==> src/rtl/bei_pkg.sv <==
// shared types, constants and codes for the button and encoder input controller
package bei_pkg;

  localparam int BTN_W           = 16;
  localparam int TICK_W          = 15;
  localparam int RES_W           = 8;
  localparam int STEP_W          = 8;
  localparam int HOLD_W          = 16;
  localparam int CMD_W           = 2;
  localparam int PH_W            = 2;
  localparam int CFG_IDX_W       = 3;
  localparam int CFG_DATA_W      = 16;
  localparam int DEF_BUTTON_BITS = 16;
  localparam int DIV_STEPS       = STEP_W;

  localparam logic [TICK_W-1:0] LONG_RST  = 15'd1000;
  localparam logic [TICK_W-1:0] SHORT_RST = 15'd20;
  localparam logic [TICK_W-1:0] AUTO_RST  = 15'd200;
  localparam logic [BTN_W-1:0]  MASK_RST  = 16'd0;
  localparam logic [RES_W-1:0]  RES_RST   = 8'd4;
  localparam logic [HOLD_W-1:0] HOLD_MAX  = 16'h7FFF;

  typedef enum logic [CMD_W-1:0] {
    CMD_TICK     = 2'd0,
    CMD_READ_ENC = 2'd1,
    CMD_READ_BTN = 2'd2
  } cmd_e;

  typedef enum logic [CFG_IDX_W-1:0] {
    CFG_LONG  = 3'd0,
    CFG_SHORT = 3'd1,
    CFG_AUTO  = 3'd2,
    CFG_MASK  = 3'd3,
    CFG_RES   = 3'd4
  } cfg_idx_e;

  typedef struct packed {
    logic load;
    logic div_step;
    logic commit;
  } ctrl_cmd_t;

  typedef struct packed {
    logic needs_div;
  } ctrl_status_t;

endpackage

==> src/rtl/bei_if.sv <==
// item channel interfaces for the input and result sides
interface bei_in_if import bei_pkg::*; ();
  logic             valid;
  logic             ready;
  logic [CMD_W-1:0] cmd;
  logic [BTN_W-1:0] buttons;
  logic [PH_W-1:0]  enc_phases;

  modport source (output valid, output cmd, output buttons, output enc_phases, input ready);
  modport sink   (input valid, input cmd, input buttons, input enc_phases, output ready);
endinterface

interface bei_out_if import bei_pkg::*; ();
  logic                     valid;
  logic                     ready;
  logic signed [STEP_W-1:0] encoder_steps;
  logic [BTN_W-1:0]         button_code;
  logic                     held_long;

  modport source (output valid, output encoder_steps, output button_code, output held_long,
                  input ready);
  modport sink   (input valid, input encoder_steps, input button_code, input held_long,
                  output ready);
endinterface

==> src/rtl/bei_ctrl.sv <==
// controller state machine: item sequencing, divide iterations and result register
module bei_ctrl import bei_pkg::*; (
  input  logic         clk_i,
  input  logic         rst_ni,
  input  logic         in_valid_i,
  output logic         in_ready_o,
  output logic         out_valid_o,
  input  logic         out_ready_i,
  input  ctrl_status_t status_i,
  output ctrl_cmd_t    ctrl_o
);

  localparam int CntW = $clog2(DIV_STEPS);
  localparam logic [CntW-1:0] CntLast = CntW'(DIV_STEPS - 1);

  typedef enum logic [1:0] {
    ST_IDLE,
    ST_DIV,
    ST_COMMIT
  } state_e;

  state_e          state_q, state_d;
  logic [CntW-1:0] cnt_q, cnt_d;
  logic            out_valid_q, out_valid_d;

  always_comb begin
    state_d     = state_q;
    cnt_d       = cnt_q;
    out_valid_d = out_valid_q;
    ctrl_o      = '0;
    if (out_ready_i) begin
      out_valid_d = 1'b0;
    end
    unique case (state_q)
      ST_IDLE: begin
        if (in_valid_i) begin
          ctrl_o.load = 1'b1;
          cnt_d       = '0;
          state_d     = status_i.needs_div ? ST_DIV : ST_COMMIT;
        end
      end
      ST_DIV: begin
        ctrl_o.div_step = 1'b1;
        if (cnt_q == CntLast) begin
          state_d = ST_COMMIT;
        end else begin
          cnt_d = cnt_q + 1'b1;
        end
      end
      ST_COMMIT: begin
        if (!out_valid_q || out_ready_i) begin
          ctrl_o.commit = 1'b1;
          out_valid_d   = 1'b1;
          state_d       = ST_IDLE;
        end
      end
      default: state_d = ST_IDLE;
    endcase
  end

  always_ff @(posedge clk_i or negedge rst_ni) begin
    if (!rst_ni) begin
      state_q     <= ST_IDLE;
      cnt_q       <= '0;
      out_valid_q <= 1'b0;
    end else begin
      state_q     <= state_d;
      cnt_q       <= cnt_d;
      out_valid_q <= out_valid_d;
    end
  end

  assign in_ready_o  = (state_q == ST_IDLE);
  assign out_valid_o = out_valid_q;

endmodule

==> src/rtl/bei_dp.sv <==
// datapath: settings, hold counter, quadrature counter, serial divider and result payload
module bei_dp import bei_pkg::*; #(
  parameter int BUTTON_BITS = DEF_BUTTON_BITS
) (
  input  logic                     clk_i,
  input  logic                     rst_ni,
  input  logic                     cfg_we_i,
  input  logic [CFG_IDX_W-1:0]     cfg_idx_i,
  input  logic [CFG_DATA_W-1:0]    cfg_data_i,
  input  logic [CMD_W-1:0]         cmd_i,
  input  logic [BTN_W-1:0]         buttons_i,
  input  logic [PH_W-1:0]          phases_i,
  input  ctrl_cmd_t                ctrl_i,
  output ctrl_status_t             status_o,
  output logic signed [STEP_W-1:0] encoder_steps_o,
  output logic [BTN_W-1:0]         button_code_o,
  output logic                     held_long_o
);

  localparam int UsedBits = (BUTTON_BITS < BTN_W) ? BUTTON_BITS : BTN_W;
  localparam logic [BTN_W-1:0] BtnMask = BTN_W'(((BTN_W + 1)'(1)) << UsedBits) - 1'b1;

  // settings
  logic [TICK_W-1:0] long_q, short_q, auto_q;
  logic [BTN_W-1:0]  mask_q;
  logic [RES_W-1:0]  res_q;

  // block state
  logic signed [HOLD_W-1:0] hold_q, hold_d;
  logic [BTN_W-1:0]         prev_btn_q, prev_btn_d;
  logic [PH_W-1:0]          prev_ph_q, prev_ph_d;
  logic [STEP_W-1:0]        step_q, step_d;
  logic [BTN_W-1:0]         latched_q, latched_d;
  logic                     long_flag_q, long_flag_d;

  // item and divider registers
  logic [CMD_W-1:0]  cmd_q;
  logic [BTN_W-1:0]  btn_q;
  logic [PH_W-1:0]   ph_q;
  logic [STEP_W-1:0] rem_q, dq_q, dvs_q;

  // result payload
  logic [STEP_W-1:0] res_steps_q, res_steps_d;
  logic [BTN_W-1:0]  res_btn_q, res_btn_d;
  logic              res_long_q, res_long_d;

  logic [STEP_W-1:0] step_mag, res_mag;
  logic [STEP_W:0]   trial, diff;
  logic              fit;
  logic              q_neg, clamp;
  logic [STEP_W-1:0] q_out, r_out;

  logic signed [HOLD_W-1:0] hold_inc;
  logic                     can_inc, hit_long;
  logic signed [HOLD_W:0]   hold_x, thresh;
  logic                     rel_ok;

  assign status_o.needs_div = (cmd_i == CMD_READ_ENC) && (res_q != '0);

  assign step_mag = step_q[STEP_W-1] ? (~step_q + 1'b1) : step_q;
  assign res_mag  = res_q[RES_W-1] ? (~res_q + 1'b1) : res_q;

  // one quotient bit a step
  assign trial = {rem_q, dq_q[STEP_W-1]};
  assign diff  = trial - {1'b0, dvs_q};
  assign fit   = !diff[STEP_W];

  assign q_neg = step_q[STEP_W-1] ^ res_q[RES_W-1];
  assign clamp = !q_neg && (dq_q == {1'b1, {(STEP_W-1){1'b0}}});
  assign q_out = clamp ? {1'b0, {(STEP_W-1){1'b1}}} : (q_neg ? (~dq_q + 1'b1) : dq_q);
  assign r_out = clamp ? {STEP_W{1'b1}} : (step_q[STEP_W-1] ? (~rem_q + 1'b1) : rem_q);

  assign hold_inc = hold_q + HOLD_W'(1);
  assign can_inc  = (hold_q != HOLD_MAX);
  assign hit_long = (hold_inc == $signed({1'b0, long_q}));
  assign hold_x   = {hold_q[HOLD_W-1], hold_q};
  assign thresh   = $signed({2'b00, long_q}) - $signed({2'b00, auto_q});
  assign rel_ok   = (hold_x > $signed({2'b00, short_q})) && (hold_x < thresh);

  always_comb begin
    hold_d      = hold_q;
    prev_btn_d  = prev_btn_q;
    prev_ph_d   = prev_ph_q;
    step_d      = step_q;
    latched_d   = latched_q;
    long_flag_d = long_flag_q;
    res_steps_d = '0;
    res_btn_d   = '0;
    res_long_d  = 1'b0;
    unique case (cmd_q)
      CMD_TICK: begin
        if (btn_q != '0) begin
          if ((btn_q == prev_btn_q) && can_inc) begin
            hold_d = hold_inc;
            if (hit_long) begin
              latched_d   = btn_q;
              long_flag_d = 1'b1;
              if ((btn_q & mask_q) != '0) begin
                hold_d = hold_inc - $signed({1'b0, auto_q});
              end
            end
          end
        end else begin
          if (rel_ok) begin
            latched_d = prev_btn_q;
          end
          hold_d = '0;
        end
        prev_btn_d = btn_q;
        if (res_q != '0) begin
          case ({prev_ph_q, ph_q})
            4'b0001, 4'b0111, 4'b1110, 4'b1000: step_d = step_q + 1'b1;
            4'b0010, 4'b1011, 4'b1101, 4'b0100: step_d = step_q - 1'b1;
            default: step_d = step_q;
          endcase
          prev_ph_d = ph_q;
        end
      end
      CMD_READ_ENC: begin
        if (res_q == '0) begin
          res_steps_d = step_q;
          step_d      = '0;
        end else begin
          res_steps_d = q_out;
          step_d      = r_out;
        end
      end
      CMD_READ_BTN: begin
        res_btn_d   = latched_q;
        res_long_d  = long_flag_q;
        latched_d   = '0;
        long_flag_d = 1'b0;
      end
      default: begin
      end
    endcase
  end

  always_ff @(posedge clk_i or negedge rst_ni) begin
    if (!rst_ni) begin
      long_q      <= LONG_RST;
      short_q     <= SHORT_RST;
      auto_q      <= AUTO_RST;
      mask_q      <= MASK_RST;
      res_q       <= RES_RST;
      hold_q      <= '0;
      prev_btn_q  <= '0;
      prev_ph_q   <= '0;
      step_q      <= '0;
      latched_q   <= '0;
      long_flag_q <= 1'b0;
    end else begin
      if (cfg_we_i) begin
        unique case (cfg_idx_i)
          CFG_LONG:  long_q  <= cfg_data_i[TICK_W-1:0];
          CFG_SHORT: short_q <= cfg_data_i[TICK_W-1:0];
          CFG_AUTO:  auto_q  <= cfg_data_i[TICK_W-1:0];
          CFG_MASK:  mask_q  <= cfg_data_i[BTN_W-1:0];
          CFG_RES:   res_q   <= cfg_data_i[RES_W-1:0];
          default: begin
          end
        endcase
      end
      if (ctrl_i.commit) begin
        hold_q      <= hold_d;
        prev_btn_q  <= prev_btn_d;
        prev_ph_q   <= prev_ph_d;
        step_q      <= step_d;
        latched_q   <= latched_d;
        long_flag_q <= long_flag_d;
      end
    end
  end

  always_ff @(posedge clk_i) begin
    if (ctrl_i.load) begin
      cmd_q <= cmd_i;
      btn_q <= buttons_i & BtnMask;
      ph_q  <= phases_i;
      rem_q <= '0;
      dq_q  <= step_mag;
      dvs_q <= res_mag;
    end else if (ctrl_i.div_step) begin
      rem_q <= fit ? diff[STEP_W-1:0] : trial[STEP_W-1:0];
      dq_q  <= {dq_q[STEP_W-2:0], fit};
    end
    if (ctrl_i.commit) begin
      res_steps_q <= res_steps_d;
      res_btn_q   <= res_btn_d;
      res_long_q  <= res_long_d;
    end
  end

  assign encoder_steps_o = $signed(res_steps_q);
  assign button_code_o   = res_btn_q;
  assign held_long_o     = res_long_q;

endmodule

==> src/rtl/button_encoder_input_controller_core.sv <==
// tick and button reads go from idle to commit, which writes the result register
// an encoder read with nonzero resolution runs the bit-serial divider before commit
// no new item is taken until commit; commit waits while the last result is untaken
// the result register lets the next item run while a result waits to be taken
// reset: settings return to their defaults, hold, phase, step and latch state clear
module button_encoder_input_controller_core import bei_pkg::*; #(
  parameter int BUTTON_BITS = DEF_BUTTON_BITS
) (
  input  logic                  clk_i,
  input  logic                  rst_ni,
  input  logic                  cfg_we_i,
  input  logic [CFG_IDX_W-1:0]  cfg_idx_i,
  input  logic [CFG_DATA_W-1:0] cfg_data_i,
  bei_in_if.sink                in_i,
  bei_out_if.source             out_o
);

  ctrl_cmd_t    ctrl;
  ctrl_status_t status;

  bei_ctrl u_ctrl (
    .clk_i       (clk_i),
    .rst_ni      (rst_ni),
    .in_valid_i  (in_i.valid),
    .in_ready_o  (in_i.ready),
    .out_valid_o (out_o.valid),
    .out_ready_i (out_o.ready),
    .status_i    (status),
    .ctrl_o      (ctrl)
  );

  bei_dp #(
    .BUTTON_BITS (BUTTON_BITS)
  ) u_dp (
    .clk_i           (clk_i),
    .rst_ni          (rst_ni),
    .cfg_we_i        (cfg_we_i),
    .cfg_idx_i       (cfg_idx_i),
    .cfg_data_i      (cfg_data_i),
    .cmd_i           (in_i.cmd),
    .buttons_i       (in_i.buttons),
    .phases_i        (in_i.enc_phases),
    .ctrl_i          (ctrl),
    .status_o        (status),
    .encoder_steps_o (out_o.encoder_steps),
    .button_code_o   (out_o.button_code),
    .held_long_o     (out_o.held_long)
  );

`ifndef SYNTHESIS
  a_accept_busy : assert property (@(posedge clk_i) disable iff (!rst_ni)
    in_i.valid && in_i.ready |=> !in_i.ready)
    else $error("input still ready after an item was taken");

  a_result_after_work : assert property (@(posedge clk_i) disable iff (!rst_ni)
    $rose(out_o.valid) |-> $past(!in_i.ready))
    else $error("result appeared without an item in work");

  a_one_command : assert property (@(posedge clk_i) disable iff (!rst_ni)
    $onehot0({ctrl.load, ctrl.div_step, ctrl.commit}))
    else $error("controller issued more than one command");
`endif

endmodule
==> src/flat_wrapper.sv <==
// flat-port wrapper written by rule: the top's interface ports become plain ports
module button_encoder_input_controller_core_flat import bei_pkg::*;
#(
  parameter int BUTTON_BITS = DEF_BUTTON_BITS
)
  (clk_i, rst_ni, cfg_we_i, cfg_idx_i, cfg_data_i, in_i_valid, in_i_cmd, in_i_buttons, in_i_enc_phases, in_i_ready, out_o_valid, out_o_encoder_steps, out_o_button_code, out_o_held_long, out_o_ready);
  bei_in_if in_i_i ();
  bei_out_if out_o_i ();
  input  logic clk_i;
  input  logic rst_ni;
  input  logic cfg_we_i;
  input  logic [CFG_IDX_W-1:0] cfg_idx_i;
  input  logic [CFG_DATA_W-1:0] cfg_data_i;
  input wire logic [$bits(in_i_i.valid)-1:0] in_i_valid;
  input wire logic [$bits(in_i_i.cmd)-1:0] in_i_cmd;
  input wire logic [$bits(in_i_i.buttons)-1:0] in_i_buttons;
  input wire logic [$bits(in_i_i.enc_phases)-1:0] in_i_enc_phases;
  output wire logic [$bits(in_i_i.ready)-1:0] in_i_ready;
  output wire logic [$bits(out_o_i.valid)-1:0] out_o_valid;
  output wire logic [$bits(out_o_i.encoder_steps)-1:0] out_o_encoder_steps;
  output wire logic [$bits(out_o_i.button_code)-1:0] out_o_button_code;
  output wire logic [$bits(out_o_i.held_long)-1:0] out_o_held_long;
  input wire logic [$bits(out_o_i.ready)-1:0] out_o_ready;
  assign in_i_i.valid = in_i_valid;
  assign in_i_i.cmd = in_i_cmd;
  assign in_i_i.buttons = in_i_buttons;
  assign in_i_i.enc_phases = in_i_enc_phases;
  assign in_i_ready = in_i_i.ready;
  assign out_o_valid = out_o_i.valid;
  assign out_o_encoder_steps = out_o_i.encoder_steps;
  assign out_o_button_code = out_o_i.button_code;
  assign out_o_held_long = out_o_i.held_long;
  assign out_o_i.ready = out_o_ready;
  button_encoder_input_controller_core #(.BUTTON_BITS(BUTTON_BITS)) u_core (.clk_i(clk_i), .rst_ni(rst_ni), .cfg_we_i(cfg_we_i), .cfg_idx_i(cfg_idx_i), .cfg_data_i(cfg_data_i), .in_i(in_i_i), .out_o(out_o_i));
endmodule
==> config.mk <==
export PLATFORM = sky130hd
export DESIGN_NAME = button_encoder_input_controller_core_flat
export DESIGN_NICKNAME = d
export VERILOG_FILES = /design/src/rtl/bei_pkg.sv /design/src/rtl/bei_if.sv /design/src/rtl/bei_ctrl.sv /design/src/rtl/bei_dp.sv /design/src/rtl/button_encoder_input_controller_core.sv /design/src/flat_wrapper.sv
export SDC_FILE = /design/constraint.sdc
export NUM_CORES = 1
export LEC_CHECK = 0
export BUFFER_PORTS_ARGS = -buffer_cell sky130_fd_sc_hd__buf_4
export CAP_MARGIN = 15
export CORE_ASPECT_RATIO = 0.75
export CORE_MARGIN = 2
export CORE_UTILIZATION = 53
export CTS_CLUSTER_SIZE = 10
export DETAILED_ROUTE_END_ITERATION = 16
export GPL_TIMING_DRIVEN = 0
export PLACE_DENSITY_LB_ADDON = 0.2
export SYNTH_ARGS = -nofsm -noshare
export SYNTH_HDL_FRONTEND = slang
export SYNTH_HIERARCHICAL = 1
export SYNTH_SLANG_ARGS = --single-unit
==> constraint.sdc <==
create_clock -name clk_i -period 5.41 [get_ports clk_i]
set_input_delay 0.8115 -clock clk_i [delete_from_list [all_inputs] [get_ports clk_i]]
set_output_delay 0.8115 -clock clk_i [all_outputs]
set_load 0.02 [all_outputs]
Word-level counts from Yosys, hierarchy flattened
Index checks and enable logic that the tools add are counted.
Storage, ports and cells
  input port bits: 44
  logic and storage cells: 155
  output and inout port bits: 27
  bits in registers: 203
Cells by class
  eq/ne operators: 35
  magnitude comparators: 2
  add/subtract/negate cells: 11
  reduce and logical (&&, ||, !) cells: 34
  bitwise operators: 6
  multiplexer cells: 43
Operator list (count)
  two-way mux 16 bit: 8
  two-way mux 8 bit: 11
  adder 8 x 1 -> 8 bit, second input constant: 5
  == test 16 bit: 2
  NOT 8 bit: 4
  case mux 16 bit (2 select lines): 1
  case mux 8 bit (2 select lines): 2
  nonzero test 16 bit: 2
  adder 16 x 2 -> 16 bit, second input constant: 1
  bitwise AND 16 bit: 1
  == test 4 bit, second input constant: 4
  > comparator 16 bit: 1
  < comparator 16 bit: 1
  inequality test 16 x 15 -> 1 bit, second input constant: 1
  inequality test 2 bit, second input constant: 8
  subtractor 15 x 15 -> 16 bit: 1
  subtractor 16 bit: 1
  inequality test 3 bit, second input constant: 4
  AND reduction 2 bit: 6
  AND reduction 3 bit: 4
  two-way mux 1 bit: 11
  AND reduction 5 bit: 2
  subtractor 9 x 8 -> 9 bit: 1
  == test 4 x 3 -> 1 bit, second input constant: 2
  other kinds (28): 47

Logic depth before layout (Yosys ltp)
Gate-level depths: netlist of run 1.
  word-level depth: 6
  gate-level depth with buffers: 22
  depth with buffers taken out: 21

Cells and area by module
The synthesis of run 1 kept the hierarchy.
By module, submodules not included
  bei_dp: area each 12477.0 µm², cells an instance 1264, seq. area each 5210.0 µm², times used 1
  bei_ctrl: area each 355.3 µm², cells an instance 37, seq. area each 150.1 µm², times used 1

Worst setup path before layout of run 1
OpenSTA, ideal clock, no wires.
  kind: reg2reg
  start point: reg u_core.u_dp.long_q[0]
  end point: reg u_core.u_dp.latched_q[10]
  stages on the path, launching flop included: 23
  buffers on the path: 1
  arrival: 4100 ps
  clock period less this slack: 4221 ps
  setup time: 122 ps
  data required time: 5288 ps
  slack: 1189 ps
  path through: dfrtp_1 > inv_1 > ha_1 > inv_1 > fa_1 > a21o_1 > a21oi_1 > o21ai_0 > a31o_2 > o41a_1 > a21o_1 > a21oi_1 > xor2_1 > ha_1 > nand3_1 > nor3_1 > o211ai_1 > a21oi_1 > a41oi_1 > o22ai_4 > buf_12 > mux2i_1 > nand2_1
Between the ends
  longest elaborated chain between the ends: 5
  elaborated cells on any way between the ends: 7
  those cells by class: add/sub: 1; order compare: 1; eq/ne: 3; reduce/logical: 2
RTL lines
  start: declaration: RTL line bei_dp.sv:24  | logic [TICK_W-1:0] long_q, short_q, auto_q;
  start signal: assignment: RTL line bei_dp.sv:155  | CFG_LONG: long_q <= cfg_data_i[TICK_W-1:0];
  subtractor 15 x 15 -> 16 bit: RTL line bei_dp.sv:77  | assign thresh = $signed({2'b00, long_q}) - $signed({2'b00, auto_q});
  < comparator 16 bit: RTL line bei_dp.sv:78  | assign rel_ok = (hold_x > $signed({2'b00, short_q})) && (hold_x < thresh);
  logical AND 1 bit: RTL line bei_dp.sv:78
  inequality test 3 bit (no line)
  AND reduction 5 bit (no line) *
  end signal: assignment: RTL line bei_dp.sv:169  | latched_q <= latched_d;
  end: declaration: RTL line bei_dp.sv:33  | logic [BTN_W-1:0] latched_q, latched_d;
Every way passes the cells marked *; elsewhere a longest branch is shown, timed or not.
A chain may end at the register's enable or synchronous reset.

Worst setup path in the final report of run 1
  start point: reg u_core.u_dp.long_q[0]
  end point: reg u_core.u_dp.latched_q[8]
The elaborated chain is that of the path after synthesis.

==> reports/summary.md, run 1 <==
### Detailed routing
• drt initial violations: 908
• Post-Route WL: 33600 um
• number of nets still failing antenna checks after routing: 0
• Residual DRC: 0
• average wire per cell in the routed design: 19.5 um
• first drt pass iteration count: 5
• via total after detailed routing: 10.4k
• average via count per standard cell: 6.02

### Floorplanning
• floorplan die width: 184 um
• Initial Utilization: 0.538
• core footprint: 23800 um2
• Total Die Area: 25500 um2
• placement row count: 49
• Die Ht: 139 um
• number of ports placed on the die boundary: 71

### Placed design
• post-detailed-placement half-perimeter wirelength: 24900 um
• Final GP Congestion: 0.947
• pre-CTS setup slack: 402 ps
• Placement Cell Area: 13800 um2
• Port Buffer Count: 68

### Pwr
• power per standard cell area: 462 nW/um2
• Leakage: 6.10 nW
• Worst IR Drop VDD: 330 uV
• overall power of the completed layout: 6.70 mW

### Timing
• post-layout worst setup margin: 254 ps
• Total Neg Setup Slack: 0 ps
• maximum clock rate: 194 MHz
• share of the clock period used by the worst path: 0.953
• Slew @ Worst Pin: 1070 ps
• number of hold-slack violations in the final timing report: 0
• Final min period: 5160 ps
• Post-Route Skew: 10.3 ps
• Pins Over Slew Limit: 0
• unrepaired setup endpoints after global routing: false
• Slew headroom: 0.284
• number of setup violations in the final report: 0

### Hold path
• class of the tightest hold or removal check: in -> async

### Worst setup path
• required arrival time at the worst endpoint: 5810 ps
• sort of element at the end of the critical path: flip-flop
• Worst Setup Path Type: reg -> reg
• critical path arrival: 5550 ps
• maximum fanout encountered on the critical timing path: 10
• startpoint class of the critical path: flip-flop

### Global route
• pin count of the biggest net entering global routing: 85
• vias in the first global route: 9834
• global-route wire length before repair: 53800 um
• overflow left after global routing: 0
• overall routing resource usage: 0.267
• number of antenna violations at the first check in global routing: 0

### Clock network
• register clock-pin slew on the reported worst setup and hold paths: 60 ps
• total number of H-tree levels: 1
• setup bufs post-CTS: 0
• buffer cell driving the clock tree root: sky130_fd_sc_hd__clkbuf_16
• TritonCTS Sinks: 203
• count of cells resized by post-cts repair: 0
• TritonCTS clock tree: built
• number of buffers created by CTS: 24
• buffer levels on the longest clock path: 3
• count of hold-fix buffers inserted at cts: 0
• clock latency reported for the late side of the worst-skew pair: 520 ps

### Final layout
• fin util: 0.608
• register cell area after layout: 5360 um2
• number of fillers in the final layout: 2014
• count of antenna diodes in the layout: 0
• Layout Area Growth over Synthesis: 13.0%
• Final Cell Area: 14500 um2
• total area of multi-input combinational cells: 6960 um2
• net total in the final layout: 1526
• commonest cells after routing, fill and taps aside: sky130_fd_sc_hd__dfrtp_1, sky130_fd_sc_hd__nand2_1, sky130_fd_sc_hd__a21oi_1
• most common library cell in the layout ignoring fill and taps: sky130_fd_sc_hd__dfrtp_1
• share of cells above drive strength 1: 0.142

### Logic synthesis
• number of distinct library cells after synthesis: 82
• leading area contributor after synthesis: sky130_fd_sc_hd__dfrtp_1
• largest cells by area after synthesis: sky130_fd_sc_hd__dfrtp_1, sky130_fd_sc_hd__edfxtp_1, sky130_fd_sc_hd__ha_1
• Synth Net Count: 1430
• Yosys warning total: 6
• Post-Syn Instances: 1301
• register bit total from synthesis: 203
• Post-synth EDFFs: 61
• area of the mapped netlist: 12800 um2
• area share of the largest cell type after synthesis: 0.238
• prevailing post-synth register cell: sky130_fd_sc_hd__dfrtp_1
• post-synthesis sequential area ratio: 0.418
• share of flip-flops with an asynchronous set or reset after synthesis: 0.660
• Post-Syn Area per Cell: 9.86 um2

### Flow run
• Max Cap Viol: 0

### Outcome
• run status: finished, final reports clean

[worst max-delay path, stage by stage, from the launching register on]
cell                       delay (ps)
sky130_fd_sc_hd__dfrtp_1          390
sky130_fd_sc_hd__inv_1             90
sky130_fd_sc_hd__ha_1             190
sky130_fd_sc_hd__inv_1             60
sky130_fd_sc_hd__fa_1             390
sky130_fd_sc_hd__a21o_1           190
sky130_fd_sc_hd__a21oi_1          280
sky130_fd_sc_hd__o21ai_0          330
sky130_fd_sc_hd__a31o_2           320
sky130_fd_sc_hd__o41a_1           360
sky130_fd_sc_hd__a21o_1           190
sky130_fd_sc_hd__a21oi_1          180
sky130_fd_sc_hd__xor2_1           100
sky130_fd_sc_hd__ha_1             300
sky130_fd_sc_hd__nand3_1           70
sky130_fd_sc_hd__nor3_1           220
sky130_fd_sc_hd__o211ai_1         160
sky130_fd_sc_hd__a21oi_1          170
sky130_fd_sc_hd__a41oi_1          120
sky130_fd_sc_hd__o22ai_4          460
sky130_fd_sc_hd__buf_12           210
sky130_fd_sc_hd__mux2i_1          200
sky130_fd_sc_hd__nand2_1           60
[per-layer routing]
metal / vias up / share of wire / track usage
met5: - / 0 / 0
met1: 5058 / 0.50 / 0.433
li1: 4884 / - / -
met4: 0 / 0.020 / 0.0577
met2: 370 / 0.41 / 0.368
met3: 44 / 0.077 / 0.0439
[power breakdown]
group	switching (mW)	internal, mW	total (mW)	leakage (nW)
Sequential	0.389	2.04	2.43	2.27
Clock	0.617	0.883	1.50	0.343
Combinational	1.53	1.25	2.77	3.50
Total	2.53	4.17	6.70	6.10
[final timing paths]
kind / start / slack (ps) / to / cells past startpoint
worst min-delay path: rst_ni / 260 / u_core/u_dp/latched_q[14] / 1
min in group clk_i: in_i_buttons[8] / 470 / u_core/u_dp/btn_q[8] / 1
max in group asynchronous: rst_ni / 4310 / u_core/u_dp/auto_q[3] / 2
worst max-delay path: u_core/u_dp/long_q[0] / 250 / u_core/u_dp/latched_q[8] / 22
worst min register to register: u_core/u_dp/mask_q[7] / 510 / u_core/u_dp/mask_q[7] / 1
worst max register to register: u_core/u_dp/long_q[0] / 250 / u_core/u_dp/latched_q[8] / 22
[cells in the mapped netlist, types with 16 or more instances]
library cell	number
sky130_fd_sc_hd__xor2_1	30
sky130_fd_sc_hd__nand4_1	16
sky130_fd_sc_hd__inv_1	70
sky130_fd_sc_hd__dfrtp_1	122
sky130_fd_sc_hd__xnor2_1	63
sky130_fd_sc_hd__nor2b_1	36
sky130_fd_sc_hd__a22oi_1	23
sky130_fd_sc_hd__ha_1	81
sky130_fd_sc_hd__a21oi_1	84
sky130_fd_sc_hd__and2_1	22
sky130_fd_sc_hd__mux2i_1	32
sky130_fd_sc_hd__nor2_1	74
sky130_fd_sc_hd__clkbuf_1	44
sky130_fd_sc_hd__o21ai_0	73
sky130_fd_sc_hd__mux2_2	59
sky130_fd_sc_hd__nand2_1	113
sky130_fd_sc_hd__nor3_1	38
sky130_fd_sc_hd__edfxtp_1	61
sky130_fd_sc_hd__nand3_1	28
[through the flow]
step | hold slack (ps) | cells
6_report | 260 | 1721
5_1_grt | 290 | 1721
4_1_cts | 263 | 1720
3_5_place_dp | 495 | 1676
3_3_place_gp | 489 | 1675
2_1_floorplan | 447 | 1301
[cell families after synthesis]
family                   Yosys count  synth area share
buffers and inverters            125            0.0411
adder cells (fa/ha/maj)           85            0.0852
AND/OR/NAND/NOR                  414             0.167
multiplexers                      91            0.0767
AO/OA/AOI/OAI                    285             0.141
XOR/XNOR                          98            0.0720
flip-flops                       203             0.418
[layout make-up]
type                            instances  share of cell area
Inverter                               70              0.0181
Timing Repair Buffer                   70              0.0379
Buffer                                 55              0.0183
Tap cell                              306              0.0264
Sequential cell                       203               0.370
Clock buffer                           44              0.0494
Multi-Input combinational cell        973               0.480
[state kept, by name (all words and copies together) (netlist names), 3 cells and up]
signal / count
u_core/u_dp/step_q: 8
u_core/u_dp/long_q: 15
u_core/u_dp/encoder_steps_o: 8
u_core/u_dp/rem_q: 8
u_core/u_dp/btn_q: 16
u_core/u_dp/res_q: 8
u_core/u_dp/hold_q: 16
u_core/u_dp/prev_btn_q: 16
u_core/u_dp/button_code_o: 16
u_core/u_dp/latched_q: 16
u_core/u_dp/dvs_q: 8
u_core/u_dp/auto_q: 15
u_core/u_dp/dq_q: 8
u_core/u_dp/short_q: 15
u_core/u_dp/mask_q: 16
u_core/u_ctrl/cnt_q: 3
No activity file was read; power rests on OpenSTA's default activity.
==> run 2, diff against run 1 <==
--- a/config.mk
+++ b/config.mk
@@ -7,12 +7,10 @@
 export LEC_CHECK = 0
 export BUFFER_PORTS_ARGS = -buffer_cell sky130_fd_sc_hd__buf_4
 export CAP_MARGIN = 15
-export CORE_ASPECT_RATIO = 0.75
 export CORE_MARGIN = 2
-export CORE_UTILIZATION = 53
+export CORE_UTILIZATION = 45
 export CTS_CLUSTER_SIZE = 10
 export DETAILED_ROUTE_END_ITERATION = 16
-export GPL_TIMING_DRIVEN = 0
 export PLACE_DENSITY_LB_ADDON = 0.2
 export SYNTH_ARGS = -nofsm -noshare
 export SYNTH_HDL_FRONTEND = slang
==> reports/summary.md, run 2 (synthesis results as in run 1) <==
### Detailed routing
• Residual DRC: 0, unchanged
• drt initial violations: 736, -19%
• average via count per standard cell: 5.62, -6.7%
• first drt pass iteration count: 5, unchanged
• average wire per cell in the routed design: 18.2 um, -7.0%
• number of nets still failing antenna checks after routing: 0, unchanged
• via total after detailed routing: 9839, -5.0%
• Post-Route WL: 31900 um, -5.3%

### Worst setup path
• worst flop-to-flop path startpoint: u_core/u_dp/long_q[0]
• sort of element at the end of the critical path: flip-flop
• maximum fanout encountered on the critical timing path: 16, +6
• worst-case register-to-register setup slack: 740 ps, +490 ps
• Worst Setup Path Type: reg -> reg
• number of cell instances on the worst register-to-register path: 22, unchanged
• worst reg2reg endpoint: u_core/u_dp/latched_q[0]
• required arrival time at the worst endpoint: 5810 ps, about the same
• critical path arrival: 5060 ps, -490 ps
• startpoint class of the critical path: flip-flop

### Final layout
• commonest cells after routing, fill and taps aside: sky130_fd_sc_hd__dfrtp_1, sky130_fd_sc_hd__nand2_1, sky130_fd_sc_hd__a21oi_1
• most common library cell in the layout ignoring fill and taps: sky130_fd_sc_hd__dfrtp_1
• net total in the final layout: 1485, -2.7%
• share of cells above drive strength 1: 0.152, +0.0101
• count of antenna diodes in the layout: 0, unchanged
• Layout Area Growth over Synthesis: 12.6%

### Hold path
• class of the tightest hold or removal check: in -> async

### Floorplanning
• placement row count: 61, +24%
• floorplan die width: 173 um, -5.9%
• Initial Utilization: 0.459, -0.0787
• number of ports placed on the die boundary: 71, unchanged
• core footprint: 27900 um2, +17%
• Die Ht: 173 um, +25%
• Total Die Area: 29900 um2, +17%

### Timing
• Final min period: 4670 ps, -490 ps
• Slew @ Worst Pin: 962 ps, -104 ps
• share of the clock period used by the worst path: 0.862, -0.0906
• number of setup violations in the final report: 0, unchanged
• Total Neg Setup Slack: 0 ps, unchanged
• maximum clock rate: 214 MHz, +11%
• Min Hold Slack: 376 ps, +116 ps
• Slew headroom: 0.359, +0.0751
• unrepaired setup endpoints after global routing: false
• number of hold-slack violations in the final timing report: 0, unchanged
• Pins Over Slew Limit: 0, unchanged
• Post-Route Skew: 15.6 ps, +5.29 ps

### Clock network
• count of cells resized by post-cts repair: 0, unchanged
• TritonCTS clock tree: built
• TritonCTS Sinks: 203, unchanged
• buffer cell driving the clock tree root: sky130_fd_sc_hd__clkbuf_16
• total number of H-tree levels: 1, unchanged
• count of hold-fix buffers inserted at cts: 0, unchanged
• register clock-pin slew on the reported worst setup and hold paths: 60 ps, about the same
• setup bufs post-CTS: 0, unchanged
• number of buffers created by CTS: 25, +4.2%
• buffer levels on the longest clock path: 3, unchanged
• clock latency reported for the late side of the worst-skew pair: 510 ps, about the same

### Pwr
• Clock power frac: 0.237, +0.013
• Net Sw Frac: 0.366, -0.0120
• sequential share of power: 0.364, +0.002
• switching power of the nets: 2.43 mW, -3.9%
• portion of total power attributed to combinational logic: 0.399, -0.015
• Power Internal: 4.22 mW, +1.2%
• power per standard cell area: 460 nW/um2, -0.37%
• Leakage: 6.08 nW, -0.32%
• Worst IR Drop VDD: 225 uV, -32%

### Flow run
• Max Cap Viol: 0, unchanged

### Global route
• number of antenna violations at the first check in global routing: 0, unchanged
• overflow left after global routing: 0, unchanged
• overall routing resource usage: 0.212, -0.0550
• global-route wire length before repair: 51600 um, -4.2%
• pin count of the biggest net entering global routing: 98, +15%
• vias in the first global route: 9569, -2.7%

### Placed design
• Final GP Congestion: 0.898, -5.2%
• post-detailed-placement half-perimeter wirelength: 23000 um, -7.7%
• Port Buffer Count: 70, +2.9%

### Outcome
• run status: finished, final reports clean

run 2: changes by cell type in the layout (fill, tap and decap cells not counted), sizes merged:
cell	change
clkbuf	-46
buf	+3
bufinv	+1
clkinv	+1
run 2: power groups by stage:
| stage | Combinational [mW] | Clock [mW] | Sequential [mW] |
|---|---|---|---|
| final | 2.66 | 1.57 | 2.42 |
| after global placement | 2.59 | 0 | 2.43 |
| after CTS | 2.66 | 1.61 | 2.42 |
| after global routing | 2.99 | 1.67 | 2.48 |
| after floorplan | 2.06 | 0 | 2.36 |
| after detailed placement | 2.64 | 0 | 2.45 |
run 2: worst max-delay path by stage:
stage / from / end / cells after the start
after floorplan: u_core/u_dp/long_q[0] / u_core/u_dp/latched_q[10] / 22
after global placement: u_core/u_dp/long_q[0] / u_core/u_dp/latched_q[9] / 22
after detailed placement: u_core/u_dp/long_q[0] / u_core/u_dp/latched_q[3] / 22
after CTS: u_core/u_dp/long_q[0] / u_core/u_dp/latched_q[0] / 22
after global routing: u_core/u_dp/long_q[0] / u_core/u_dp/latched_q[1] / 22
final: u_core/u_dp/long_q[0] / u_core/u_dp/latched_q[0] / 22
run 2: critical path, stage by stage (launching register included):
cell and delay (ps):
sky130_fd_sc_hd__dfrtp_1 400, sky130_fd_sc_hd__inv_1 80, sky130_fd_sc_hd__ha_1 180, sky130_fd_sc_hd__inv_1 60, sky130_fd_sc_hd__fa_1 400, sky130_fd_sc_hd__a21o_1 170
sky130_fd_sc_hd__a21oi_1 270, sky130_fd_sc_hd__o21ai_0 170, sky130_fd_sc_hd__a31o_2 240, sky130_fd_sc_hd__o41a_1 350, sky130_fd_sc_hd__a21o_1 200, sky130_fd_sc_hd__a21oi_1 160
sky130_fd_sc_hd__xor2_1 90, sky130_fd_sc_hd__ha_1 310, sky130_fd_sc_hd__nand3_1 70, sky130_fd_sc_hd__nor3_1 210, sky130_fd_sc_hd__o211ai_1 160, sky130_fd_sc_hd__a21oi_1 150
sky130_fd_sc_hd__a41oi_1 90, sky130_fd_sc_hd__o22ai_4 210, sky130_fd_sc_hd__buf_4 310, sky130_fd_sc_hd__mux2i_1 240, sky130_fd_sc_hd__nand2_1 60
run 2: routing by layer:
layer  track usage  part of all wire  up-vias
li1              -                 -     4808
met1         0.296              0.46     4749
met2         0.351              0.47      224
met3        0.0229             0.040       58
met4        0.0565             0.022        0
met5             0                 0        -
run 2: layout make-up:
type	instances	area, um2
clock buffers	43	723
well taps	378	473
repair buffers	83	634
clock inverters	2	35.0
inverters	70	263
flip-flops and latches	203	5360
multi-input cells	973	6960
fillers	2583	13500
run 2: stage by stage:
| step | cells | setup slack [ps] | utilization | power, mW | instance area, um2 |
|---|---|---|---|---|---|
| 2_1_floorplan | 1301 | 1190 | - | 4.42 | 12800 |
| 3_3_place_gp | 1706 | 873 | 0.490 | 5.02 | 13700 |
| 3_5_place_dp | 1706 | 800 | 0.490 | 5.09 | 13700 |
| 4_1_cts | 1751 | 755 | 0.517 | 6.69 | 14400 |
| 5_1_grt | 1752 | 388 | 0.517 | 7.14 | 14400 |
| 6_report | 1752 | 745 | 0.517 | 6.65 | 14400 |
